--- config.mk ---
export PLATFORM = sky130hd
export DESIGN_NAME = script_token_lexer
export DESIGN_NICKNAME = d
export VERILOG_FILES = /design/src/rtl/stl_pkg.sv /design/src/rtl/stl_core.sv /design/src/rtl/stl_outq.sv /design/src/rtl/script_token_lexer.sv
export SDC_FILE = /design/constraint.sdc
export NUM_CORES = 1
export LEC_CHECK = 0
export BUFFER_PORTS_ARGS = -buffer_cell sky130_fd_sc_hd__buf_2
export CORE_MARGIN = 10
export CORE_UTILIZATION = 25
export DETAILED_ROUTE_END_ITERATION = 6
export PLACE_DENSITY_LB_ADDON = 0.3
export SETUP_SLACK_MARGIN = 0.15
export SKIP_CTS_REPAIR_TIMING = 1
export SLEW_MARGIN = 10
export SYNTH_ARGS = -nofsm -noshare
export SYNTH_HDL_FRONTEND = slang
export SYNTH_SLANG_ARGS = --single-unit
--- constraint.sdc ---
create_clock -name clk -period 6.55 [get_ports clk]
set_input_delay 0.655 -clock clk [delete_from_list [all_inputs] [get_ports clk]]
set_output_delay 0.655 -clock clk [all_outputs]
set_load 0.01 [all_outputs]
--- src/rtl/stl_pkg.sv ---
`timescale 1ns / 1ps

package stl_pkg;

	localparam int MAX_LINE_BYTES  = 4096;
	localparam int LINE_COUNT_BITS = 20;
	localparam int COL_W  = $clog2(MAX_LINE_BYTES);
	localparam int LEN_W  = COL_W + 1;
	localparam int LINE_W = LINE_COUNT_BITS;
	localparam int TYPE_W = 6;
	localparam int NUM_KW = 24;
	localparam int KW_MAX = 9;

	localparam logic [LINE_W-1:0] LINE_MAX = {LINE_W{1'b1}};
	localparam logic [COL_W-1:0]  COL_MAX  = COL_W'(MAX_LINE_BYTES - 1);
	localparam logic [LEN_W-1:0]  LEN_MAX  = LEN_W'(MAX_LINE_BYTES);

	localparam logic [7:0] DIGIT_LO = 8'd48;
	localparam logic [7:0] DIGIT_HI = 8'd57;

	localparam logic [TYPE_W-1:0] TOK_NEQ       = 6'd7;
	localparam logic [TYPE_W-1:0] TOK_IDENT     = 6'd14;
	localparam logic [TYPE_W-1:0] TOK_STRING    = 6'd15;
	localparam logic [TYPE_W-1:0] TOK_NUMBER    = 6'd16;
	localparam logic [TYPE_W-1:0] TOK_SEMICOLON = 6'd17;
	localparam logic [TYPE_W-1:0] TOK_COLON     = 6'd18;
	localparam logic [TYPE_W-1:0] TOK_NOT       = 6'd21;
	localparam logic [TYPE_W-1:0] TOK_LBRACE    = 6'd23;
	localparam logic [TYPE_W-1:0] TOK_RBRACE    = 6'd24;
	localparam logic [TYPE_W-1:0] TOK_LPAREN    = 6'd25;
	localparam logic [TYPE_W-1:0] TOK_RPAREN    = 6'd26;
	localparam logic [TYPE_W-1:0] TOK_LBRACKET  = 6'd27;
	localparam logic [TYPE_W-1:0] TOK_RBRACKET  = 6'd28;
	localparam logic [TYPE_W-1:0] TOK_COMMA     = 6'd34;
	localparam logic [TYPE_W-1:0] TOK_DOT       = 6'd35;
	localparam logic [TYPE_W-1:0] TOK_CHAR      = 6'd39;
	localparam logic [TYPE_W-1:0] TOK_NONE      = 6'd0;

	typedef enum logic [2:0] {
		MODE_IDLE  = 3'd0,
		MODE_WORD  = 3'd1,
		MODE_BANG  = 3'd2,
		MODE_QUOTE = 3'd3,
		MODE_ESC   = 3'd4
	} mode_t;

	// keyword text, right justified: first char in the highest used byte
	localparam logic [8*KW_MAX-1:0] KW_TEXT [NUM_KW] = '{
		72'("="), 72'("=="), 72'("<"), 72'(">"), 72'("<="), 72'(">="),
		72'("||"), 72'("&&"), 72'("+"), 72'("-"), 72'("*"), 72'("/"), 72'("%"),
		72'("loop"), 72'("if"), 72'("let"), 72'({"print", "_str"}),
		72'({"print", "_val"}),
		72'("def"), 72'("return"), 72'("struct"), 72'("true"), 72'("false"),
		72'({"read", "_char"})
	};
	localparam logic [3:0] KW_LEN [NUM_KW] = '{
		4'd1, 4'd2, 4'd1, 4'd1, 4'd2, 4'd2, 4'd2, 4'd2, 4'd1, 4'd1, 4'd1, 4'd1,
		4'd1, 4'd4, 4'd2, 4'd3, 4'd9, 4'd9, 4'd3, 4'd6, 4'd6, 4'd4, 4'd5, 4'd9
	};
	localparam logic [TYPE_W-1:0] KW_TYPE [NUM_KW] = '{
		6'd5, 6'd6, 6'd8, 6'd9, 6'd10, 6'd11, 6'd12, 6'd13,
		6'd0, 6'd1, 6'd2, 6'd3, 6'd4, 6'd19, 6'd20, 6'd22,
		6'd29, 6'd30, 6'd31, 6'd32, 6'd33, 6'd36, 6'd37, 6'd38
	};

	typedef struct packed {
		logic [TYPE_W-1:0] token_type;
		logic [LINE_W-1:0] line_number;
		logic [COL_W-1:0]  start_column;
		logic [LEN_W-1:0]  token_length;
		logic              last_of_run;
	} tok_t;

	typedef struct packed {
		logic v0;
		logic v1;
		tok_t r0;
		tok_t r1;
	} tok_pair_t;

	function automatic logic [7:0] kw_char(input logic [4:0] k, input logic [3:0] pos);
		logic [3:0] sh;
		logic [7:0] ch;
		sh = 4'd0;
		ch = 8'h00;
		if (pos < KW_LEN[k]) begin
			sh = KW_LEN[k] - 4'd1 - pos;
			ch = KW_TEXT[k][{sh, 3'b000} +: 8];
		end
		return ch;
	endfunction

	function automatic logic [TYPE_W-1:0] mark_type(input logic [7:0] c);
		logic [TYPE_W-1:0] t;
		case (c)
			8'h3B:   t = TOK_SEMICOLON;
			8'h3A:   t = TOK_COLON;
			8'h7B:   t = TOK_LBRACE;
			8'h7D:   t = TOK_RBRACE;
			8'h28:   t = TOK_LPAREN;
			8'h29:   t = TOK_RPAREN;
			8'h5B:   t = TOK_LBRACKET;
			8'h5D:   t = TOK_RBRACKET;
			8'h2C:   t = TOK_COMMA;
			8'h2E:   t = TOK_DOT;
			8'h21:   t = TOK_NOT;
			default: t = TOK_NONE;
		endcase
		return t;
	endfunction

endpackage

--- src/rtl/stl_core.sv ---
`timescale 1ns / 1ps

module stl_core import stl_pkg::*; (
	input  logic       clk,
	input  logic       arst_n,
	input  logic       accept,
	input  logic       func,
	input  logic [7:0] char_code,
	output tok_pair_t  toks
);

	mode_t              mode_q, mode_n;
	logic               qd_q, qd_n;
	logic [COL_W-1:0]   col_q, col_n;
	logic [COL_W-1:0]   start_q, start_n;
	logic [LEN_W-1:0]   tb_q, tb_n;
	logic [LINE_W-1:0]  lines_q, lines_n;
	logic [NUM_KW-1:0]  mask_q, mask_n;
	logic               fid_q, fid_n;

	logic [NUM_KW-1:0]  mask_upd, mask_first;
	logic [TYPE_W-1:0]  word_type, mtype, str_type;
	logic [LEN_W-1:0]   tb_inc;
	logic [LINE_W-1:0]  line_cur;
	logic               is_space, is_quote, is_digit, sfi;
	logic               a_v, b_v;
	tok_t               a_tok, b_tok;

	always_comb begin
		for (int k = 0; k < NUM_KW; k++) begin
			mask_upd[k] = mask_q[k] && (tb_q < LEN_W'(KW_LEN[k]))
				&& (kw_char(5'(k), tb_q[3:0]) == char_code);
			mask_first[k] = (kw_char(5'(k), 4'd0) == char_code);
		end
	end

	always_comb begin
		word_type = fid_q ? TOK_NUMBER : TOK_IDENT;
		for (int k = NUM_KW - 1; k >= 0; k--) begin
			if (mask_q[k] && (LEN_W'(KW_LEN[k]) == tb_q))
				word_type = KW_TYPE[k];
		end
	end

	assign is_space = (char_code == 8'h20) || (char_code >= 8'h09 && char_code <= 8'h0D);
	assign is_quote = (char_code == 8'h22) || (char_code == 8'h27);
	assign is_digit = (char_code >= DIGIT_LO) && (char_code <= DIGIT_HI);
	assign mtype    = mark_type(char_code);
	assign str_type = qd_q ? TOK_STRING : TOK_CHAR;
	assign tb_inc   = (tb_q < LEN_MAX) ? tb_q + LEN_W'(1) : tb_q;
	assign line_cur = (lines_q == LINE_MAX) ? LINE_MAX : lines_q + LINE_W'(1);

	always_comb begin
		mode_n  = mode_q;
		qd_n    = qd_q;
		col_n   = col_q;
		start_n = start_q;
		tb_n    = tb_q;
		lines_n = lines_q;
		mask_n  = mask_q;
		fid_n   = fid_q;
		sfi     = 1'b0;
		a_v     = 1'b0;
		b_v     = 1'b0;
		a_tok   = '{token_type: word_type, line_number: line_cur, start_column: start_q,
			token_length: tb_q, last_of_run: 1'b0};
		b_tok   = '{token_type: mtype, line_number: line_cur, start_column: col_q,
			token_length: LEN_W'(1), last_of_run: 1'b0};
		if (func) begin
			unique case (mode_q)
				MODE_WORD: a_v = 1'b1;
				MODE_BANG: begin
					a_v = 1'b1;
					a_tok.token_type   = TOK_NOT;
					a_tok.token_length = LEN_W'(1);
				end
				MODE_QUOTE, MODE_ESC: begin
					a_v = 1'b1;
					a_tok.token_type = str_type;
				end
				default: a_v = 1'b0;
			endcase
			mode_n  = MODE_IDLE;
			col_n   = '0;
			lines_n = (lines_q == LINE_MAX) ? LINE_MAX : lines_q + LINE_W'(1);
		end else begin
			unique case (mode_q)
				MODE_BANG: begin
					mode_n = MODE_IDLE;
					a_v    = 1'b1;
					if (char_code == 8'h3D) begin
						a_tok.token_type   = TOK_NEQ;
						a_tok.token_length = LEN_W'(2);
					end else begin
						a_tok.token_type   = TOK_NOT;
						a_tok.token_length = LEN_W'(1);
						sfi = 1'b1;
					end
				end
				MODE_QUOTE: begin
					tb_n = tb_inc;
					if (char_code == 8'h5C) begin
						mode_n = MODE_ESC;
					end else if (char_code == (qd_q ? 8'h22 : 8'h27)) begin
						a_v    = 1'b1;
						a_tok.token_type   = str_type;
						a_tok.token_length = tb_inc;
						mode_n = MODE_IDLE;
					end
				end
				MODE_ESC: begin
					tb_n   = tb_inc;
					mode_n = MODE_QUOTE;
				end
				MODE_WORD: begin
					if (is_space || (mtype != TOK_NONE)) begin
						a_v    = 1'b1;
						mode_n = MODE_IDLE;
						sfi    = 1'b1;
					end else begin
						mask_n = mask_upd;
						tb_n   = tb_inc;
					end
				end
				default: begin
					mode_n = MODE_IDLE;
					sfi    = 1'b1;
				end
			endcase
			if (sfi && !is_space) begin
				if (mtype == TOK_NOT) begin
					mode_n  = MODE_BANG;
					start_n = col_q;
					tb_n    = LEN_W'(1);
				end else if (mtype != TOK_NONE) begin
					b_v = 1'b1;
				end else if (is_quote) begin
					mode_n  = MODE_QUOTE;
					qd_n    = (char_code == 8'h22);
					start_n = col_q;
					tb_n    = LEN_W'(1);
				end else begin
					mode_n  = MODE_WORD;
					start_n = col_q;
					tb_n    = LEN_W'(1);
					mask_n  = mask_first;
					fid_n   = is_digit;
				end
			end
			col_n = (col_q < COL_MAX) ? col_q + COL_W'(1) : col_q;
		end
	end

	always_comb begin
		toks = '0;
		if (accept) begin
			if (a_v) begin
				toks.v0 = 1'b1;
				toks.r0 = a_tok;
				toks.v1 = b_v;
				toks.r1 = b_tok;
				toks.r0.last_of_run = !b_v;
				toks.r1.last_of_run = 1'b1;
			end else if (b_v) begin
				toks.v0 = 1'b1;
				toks.r0 = b_tok;
				toks.r0.last_of_run = 1'b1;
			end
		end
	end

	always_ff @(posedge clk or negedge arst_n) begin
		if (!arst_n) begin
			mode_q  <= MODE_IDLE;
			qd_q    <= 1'b0;
			col_q   <= '0;
			start_q <= '0;
			tb_q    <= '0;
			lines_q <= '0;
			mask_q  <= '1;
			fid_q   <= 1'b0;
		end else if (accept) begin
			mode_q  <= mode_n;
			qd_q    <= qd_n;
			col_q   <= col_n;
			start_q <= start_n;
			tb_q    <= tb_n;
			lines_q <= lines_n;
			mask_q  <= mask_n;
			fid_q   <= fid_n;
		end
	end

endmodule

--- src/rtl/stl_outq.sv ---
`timescale 1ns / 1ps

module stl_outq import stl_pkg::*; (
	input  logic      clk,
	input  logic      arst_n,
	input  tok_pair_t toks,
	output logic      room,
	output logic      out_valid,
	input  logic      out_ready,
	output tok_t      out_tok
);

	localparam int DEPTH = 4;
	localparam int PW    = $clog2(DEPTH);

	tok_t            ent_q [DEPTH];
	logic [PW-1:0]   head_q, tail_q;
	logic [PW:0]     count_q;
	logic            pop;
	logic [PW:0]     push_n;

	assign room      = (count_q <= (PW+1)'(DEPTH - 2));
	assign out_valid = (count_q != '0);
	assign out_tok   = ent_q[head_q];
	assign pop       = out_valid && out_ready;
	assign push_n    = (PW+1)'(toks.v0) + (PW+1)'(toks.v1);

	always_ff @(posedge clk) begin
		if (toks.v0)
			ent_q[tail_q] <= toks.r0;
		if (toks.v1)
			ent_q[tail_q + PW'(1)] <= toks.r1;
	end

	always_ff @(posedge clk or negedge arst_n) begin
		if (!arst_n) begin
			head_q  <= '0;
			tail_q  <= '0;
			count_q <= '0;
		end else begin
			tail_q  <= tail_q + push_n[PW-1:0];
			count_q <= count_q + push_n - (PW+1)'(pop);
			if (pop)
				head_q <= head_q + PW'(1);
		end
	end

`ifndef SYNTH
	a_count_bound: assert property (@(posedge clk) disable iff (!arst_n)
		count_q <= (PW+1)'(DEPTH))
		else $error("result queue overflow");
	a_push_needs_room: assert property (@(posedge clk) disable iff (!arst_n)
		toks.v0 |-> room)
		else $error("push without room");
	a_v1_after_v0: assert property (@(posedge clk) disable iff (!arst_n)
		toks.v1 |-> toks.v0)
		else $error("second result without first");
	a_count_track: assert property (@(posedge clk) disable iff (!arst_n)
		(toks.v1 && !pop) |=> count_q == $past(count_q) + (PW+1)'(2))
		else $error("count does not follow double push");
`endif

endmodule

--- src/rtl/script_token_lexer.sv ---
`timescale 1ns / 1ps
// Script token lexer.
// Slave channel: one source byte per transfer. s_tdata[7:0] is the byte,
// s_tuser is 1 for the end-of-line marker (byte ignored then).
// Master channel: one token per transfer, fields packed from bit 0 up:
// token_type[5:0], line_number[25:6], start_column[37:26],
// token_length[50:38], zero fill [55:51]; m_tlast marks the last token
// caused by one input byte.
// A byte is taken every cycle while s_tready is high. Its tokens (zero, one
// or two) enter a four-entry result queue in the same clock edge and are
// offered on m_tvalid in queue order, behind any tokens already waiting.
// s_tready is high while the queue holds two or fewer tokens; the queue
// drains one token per cycle while m_tready is high, so sustained rate
// is one byte per cycle as long as bytes average at most one token.
// When m_tready is low the queue fills and s_tready drops; nothing is lost.
// Reset clears the scanner to between-tokens, column 0, line 1, and empties
// the queue.
module script_token_lexer import stl_pkg::*; (
	input  logic        clk,
	input  logic        arst_n,
	input  logic        s_tvalid,
	output logic        s_tready,
	input  logic [7:0]  s_tdata,   // char_code[7:0]
	input  logic        s_tuser,   // func
	output logic        m_tvalid,
	input  logic        m_tready,
	output logic [55:0] m_tdata,   // token_type, line_number, start_column, token_length
	output logic        m_tlast
);

	tok_pair_t toks;
	tok_t      out_tok;
	logic      room;

	assign s_tready = room;

	stl_core u_core (
		.clk       (clk),
		.arst_n    (arst_n),
		.accept    (s_tvalid && room),
		.func      (s_tuser),
		.char_code (s_tdata),
		.toks      (toks)
	);

	stl_outq u_outq (
		.clk       (clk),
		.arst_n    (arst_n),
		.toks      (toks),
		.room      (room),
		.out_valid (m_tvalid),
		.out_ready (m_tready),
		.out_tok   (out_tok)
	);

	assign m_tdata = {5'b0, out_tok.token_length, out_tok.start_column,
		out_tok.line_number, out_tok.token_type};
	assign m_tlast = out_tok.last_of_run;

endmodule

# ---- After elaboration in Yosys (flattened, before gate mapping)
# Memories as Yosys holds them, arrays and structs flattened.
# Index checks and enable logic that the tools add are counted.
dict set report classes {
  muxes 114
  n_reduce_logical 93
  n_addsub 16
  shifts 24
  order_cmp 21
  n_div 0
  mul 0
  bitwise_logic 4
  n_eq_ne 73
}
# operator count
set ops {}
lappend ops {{variable part select 72 x 8 -> 8 bit (first input constant)} 24}
lappend ops {{equality test 8 bit} 25}
lappend ops {{two-way mux 8 bit} 24}
lappend ops {{two-way mux 6 bit} 28}
lappend ops {{two-way mux 52 bit} 3}
lappend ops {{two-way mux 24 bit} 6}
lappend ops {{two-way mux 13 bit} 9}
lappend ops {{two-way mux 106 bit} 1}
lappend ops {{equality test 8 x 6 -> 1 bit (second input constant)} 11}
lappend ops {{logical AND 1 bit} 77}
lappend ops {{equality test 6 x 8 -> 1 bit (first input constant)} 9}
lappend ops {{equality test 7 x 8 -> 1 bit (first input constant)} 9}
lappend ops {{case mux 6 bit (11 select lines)} 1}
lappend ops {{case mux 13 bit (2 select lines)} 2}
lappend ops {{two-way mux 12 bit} 4}
lappend ops {{equality test 8 x 7 -> 1 bit (second input constant)} 5}
lappend ops {{equality test 3 x 13 -> 1 bit (first input constant)} 3}
lappend ops {{less-than comparator 13 x 3 -> 1 bit (second input constant)} 3}
lappend ops {{equality test 2 x 13 -> 1 bit (first input constant)} 2}
lappend ops {{less-than comparator 13 x 2 -> 1 bit (second input constant)} 2}
lappend ops {{two-way mux 3 bit} 8}
lappend ops {{case mux 6 bit (2 select lines)} 2}
lappend ops {{adder 20 x 1 -> 20 bit (second input constant)} 1}
lappend ops {{equality test 20 bit (second input constant)} 1}
lappend ops {{48 further kinds} 85}
dict set report totals {
  regBits 93
  rom_bits 0
  mem_count 1
  ram_bits 208
  output_inout_bits 59
  latchBits 0
  wordCells 357
}
# name depth word_bits read_ports rd_ports_with_merged_regs wr line
set memory_table {}
lappend memory_table {u_outq.ent_q 4 52 1 0 2 stl_outq.sv:16} ;# tok_t ent_q [DEPTH];

# ---- Logic depth before layout (Yosys ltp)
dict set report depth {
  depth_word 35
  ltp_mapped 18
}

# ---- By module
# A second synthesis with hierarchy kept.
dict set report hier_totals {
  hier_cells 1784
  hier_area_um2 19471.2
}
# module area_per_inst_um2 n_inst cells_each
set by_module_without_submodules {}
lappend by_module_without_submodules {stl_outq 10415.0 1 542}
lappend by_module_without_submodules {stl_core 9008.6 1 1235}
lappend by_module_without_submodules {script_token_lexer 47.5 1 7}

# ---- Worst setup path before layout
# OpenSTA, ideal clock, no wires.
dict set report synth_timing {
  kind {input port to flip-flop}
  from {input s_tdata[4]}
  to {memory u_outq.ent_q[2][0] in the netlist's numbering (enable)}
  setup_slack_ns 2.011
  t_required_ns 6.156
  arrival_time_ns 4.145
  stages 15
  cell_sequence {buf_2 or4b_1 buf_2 a211oi_2 or2_2 o31ai_2 nand2_1 inv_2 buf_2 ha_1 nand2b_1 nor2_1 nor2_1 clkbuf_1 inv_1}
}
# item line
set synth_rtl {}
lappend synth_rtl {{start: declaration} script_token_lexer.sv:23} ;# input logic [7:0] s_tdata,
lappend synth_rtl {{end: declaration} stl_outq.sv:16}

==> impl_metrics.toml <==
[clocking]
cts_made_buffers = 36
cts_tree = "built"
clockRootBuffer = "sky130_fd_sc_hd__clkbuf_16"
worst_setup_hold_path_clk_slew_ns = 0.06
clock_path_buffers = 3
clock_insertion_delay_worst_skew_ns = 0.57
cts.sinks = 301
h-tree-depth = 2

[worst_setup_path]
timing.critical_path.from_type = "primary input"
critPathKind = "in2reg"
critPathArrivalTime_ns = 4.95
critical_path.endpoint_type = "register"
critPathMaxFanout = 35
worst-endpoint-required_ns = 6.73

[floorplanning]
die_height_um = 287
num_rows = 97
die_w_um = 287
design.die.area_mm2 = 0.0825
core_area_mm2 = 0.0704
pin_count = 72
initial_utilization_pct = 25.3

[grt]
grt_use_total_pct = 13.7
grt_pass1_vias = 14200
grt_first_pass_wirelength_um = 89000
gr-total-overflow = 0
pin_count_of_the_biggest_net_entering_global_routing = 54
grt_antenna_before_repair = 1

[synth]
synth.ff_latch_count = 301
seq_area_frac_synth_pct = 45.5
syn_area_per_cell_um2 = 9.98
synth_async_sr_flop_share_pct = 30.9
synth-warning-count = 0
synth_area_mm2 = 0.0178
synth-main-ff-cell = "sky130_fd_sc_hd__edfxtp_1"
post_synth_inst_count = 1788
number_of_distinct_standard_cells_referenced_by_the_synthesized_netlist = 90
synth_enable_flop_cells = 160

[final_layout]
mostFrequentLayoutCells = "183 x sky130_fd_sc_hd__nor2_1, 160 x sky130_fd_sc_hd__nand2_1, 160 x sky130_fd_sc_hd__edfxtp_1, 139 x sky130_fd_sc_hd__o21ai_0, 69 x sky130_fd_sc_hd__nand3_1"
mostFrequentLayoutCell = "sky130_fd_sc_hd__nor2_1"
postLayoutCellArea_mm2 = 0.0202
drive_above_1_share_pct = 16.4
area_delta_synth_final_pct = 13.0
layout_filler_cell_count = 7433
fin_nets = 1834

[routing]
detail-route-antenna-nets = 0
post_drt_wl_per_cell_um = 21.3
totalWireLength_um = 58600
post-route-drc-count = 0
via_per_inst = 5.27
detail_route.first_pass.iterations = 6
drt-initial-drc-count = 1357
num_vias = 14500

[flow_run]
timing.max_cap.violations = 0

[power_and_ir_drop]
p_sw_share_pct = 39.8
power_share_of_the_sequential_group_pct = 33.0
power.clock.fraction_pct = 27.2
power.net_switching_uw = 2790
power_density_mw_per_mm2 = 347
cellInternalPower_uw = 4210
power_frac_comb_pct = 39.8
cellLeakagePower_uw = 0.00723
ir_worst_vdd_v = 0.000239

[sta]
grt_setup_unrepaired = "no"
worstMarginPinSlew_ns = 1.10
post-route-period-util_pct = 72.8
max_freq_mhz = 210
final_max_slew_viol_count = 0
postLayoutSetupSlackWorst_ns = 1.78
setup_viol = 0
timing_hold_violations_final = 0
finalSetupTns_ns = 0
max-slew-margin-rel_pct = 26.0
fin_crit_ns = 4.77
clock_skew_ns = 0.0310

[placed_design]
dpl_cell_area_mm2 = 0.0191
gp_routability_congestion = 0.908
numPortBuffers = 66
hpwl_after_dpl_um = 40900
dpl_worst_slack_ns = 1.28

[worst_hold_path]
worst_hold_path_type = "in2async"

[status]
run_status = "finished, final reports clean"
-- synthesized netlist by cell type (13+ instances only) --
library cell	count	area [µm²]
sky130_fd_sc_hd__o22ai_1	17	106
sky130_fd_sc_hd__nor2b_1	18	113
sky130_fd_sc_hd__buf_1	20	75.1
sky130_fd_sc_hd__mux2i_1	13	130
sky130_fd_sc_hd__nand2_1	160	601
sky130_fd_sc_hd__dfstp_2	24	631
sky130_fd_sc_hd__xor2_1	26	228
sky130_fd_sc_hd__buf_2	25	125
sky130_fd_sc_hd__a22o_1	67	587
sky130_fd_sc_hd__nor4_1	15	93.8
sky130_fd_sc_hd__o21ai_0	140	701
sky130_fd_sc_hd__clkbuf_1	91	342
sky130_fd_sc_hd__nand2b_1	17	106
sky130_fd_sc_hd__a21oi_1	66	330
sky130_fd_sc_hd__o21a_1	17	128
sky130_fd_sc_hd__dfxtp_1	48	961
sky130_fd_sc_hd__mux4_2	52	1170
sky130_fd_sc_hd__ha_1	33	413
sky130_fd_sc_hd__nor2_1	183	687
sky130_fd_sc_hd__nor3_1	38	190
sky130_fd_sc_hd__or3_1	19	119
sky130_fd_sc_hd__and3_1	27	169
sky130_fd_sc_hd__nand4_1	17	106
sky130_fd_sc_hd__xnor2_1	35	307
sky130_fd_sc_hd__nand3_1	69	345
sky130_fd_sc_hd__o31ai_1	15	113
sky130_fd_sc_hd__a31oi_1	23	144
sky130_fd_sc_hd__edfxtp_1	160	4800
sky130_fd_sc_hd__inv_1	36	135
sky130_fd_sc_hd__dfrtp_1	69	1730
-- per-layer routing --
metal | part of all wire, % | track usage (%)
met1 | 45 | 18.4
met5 | 0 | 0
met3 | 5.2 | 2.09
met4 | 2.2 | 3.74
met2 | 47 | 22.7
-- worst max-delay path, cell delays in order --
cell,delay [ns]
sky130_fd_sc_hd__buf_2,0.46
sky130_fd_sc_hd__or4b_1,0.65
sky130_fd_sc_hd__a211oi_2,0.35
sky130_fd_sc_hd__or2_2,0.22
sky130_fd_sc_hd__o31ai_2,0.07
sky130_fd_sc_hd__buf_4,0.20
sky130_fd_sc_hd__nand2_1,0.07
sky130_fd_sc_hd__buf_4,0.22
sky130_fd_sc_hd__inv_2,0.17
sky130_fd_sc_hd__ha_1,0.25
sky130_fd_sc_hd__nand2b_1,0.22
sky130_fd_sc_hd__mux2i_1,0.23
sky130_fd_sc_hd__nand2b_1,0.34
sky130_fd_sc_hd__inv_2,0.28
sky130_fd_sc_hd__buf_4,0.51
-- stage by stage --
step | util, % | std cells | hold WS (ns) | total power [µW]
floorplan | - | 1792 | 0.359 | 4220
global placement | 27.1 | 2689 | 0.431 | 5110
detailed placement | 27.1 | 2689 | 0.443 | 5140
CTS | 28.6 | 2754 | 0.180 | 7060
global route | 28.6 | 2754 | 0.211 | 7390
finish | 28.6 | 2755 | 0.160 | 6990
-- layout make-up --
| cell class | count | area, µm² | share of cell area [%] |
|---|---|---|---|
| Antenna cell | 1 | 2.50 | 0.0124 |
| Clock buffer | 49 | 993 | 4.93 |
| Clock inverter | 16 | 113 | 0.559 |
| Inverter | 38 | 143 | 0.708 |
| Multi-Input combinational cell | 1307 | 8980 | 44.6 |
| Sequential cell | 301 | 8130 | 40.3 |
| Tap cell | 940 | 1180 | 5.83 |
| Timing Repair Buffer | 103 | 623 | 3.09 |
-- final timing paths --
check	from	to	slack [ns]	depth (start not counted)
setup / recovery	s_tdata[5]	u_outq.ent_q[1][19]	1.78	15
hold / removal	arst_n	u_core.lines_q[15]	0.16	1
setup reg to reg	u_core.tb_q[1]	u_core.mask_q[23]	1.89	10
hold reg to reg	u_outq.ent_q[2][3]	u_outq.ent_q[2][3]	0.45	2
max in group asynchronous	arst_n	u_outq.head_q[0]	5.20	2
min in group clk	u_outq.ent_q[2][3]	u_outq.ent_q[2][3]	0.45	2
-- logic make-up (layout without fill, tap and decap cells) --
family | after synthesis | count (layout) | synth area share (%)
and+or+nand+nor | 642 | 642 | 17.6
AOI/OAI and AO/OA | 484 | 484 | 18.6
DFF | 301 | 301 | 45.5
buffers and inverters | 184 | 206 | 4.30
muxes | 81 | 81 | 8.51
xor gates and xnor gates | 61 | 61 | 2.99
adders and majority gates | 34 | 34 | 2.43
other | 1 | 6 | 0.0210
-- state kept, by name (all words and copies together) (netlist names), 2 cells and up --
name            count
u_outq.ent_q      208
u_core.mask_q      24
u_core.lines_q     20
u_core.tb_q        13
u_core.col_q       12
u_core.start_q     12
u_core.mode_q       3
u_outq.count_q      3
u_outq.head_q       2
u_outq.tail_q       2
-- power by group through the flow --
stage | Combinational, µW | Clock [µW] | Sequential [µW]
after floorplan | 2020 | 0 | 2210
after global placement | 2770 | 0 | 2340
after detailed placement | 2790 | 0 | 2350
after CTS | 2790 | 1960 | 2310
after global routing | 3020 | 2030 | 2330
final | 2780 | 1900 | 2310
Power figures use the tool's default switching activity.
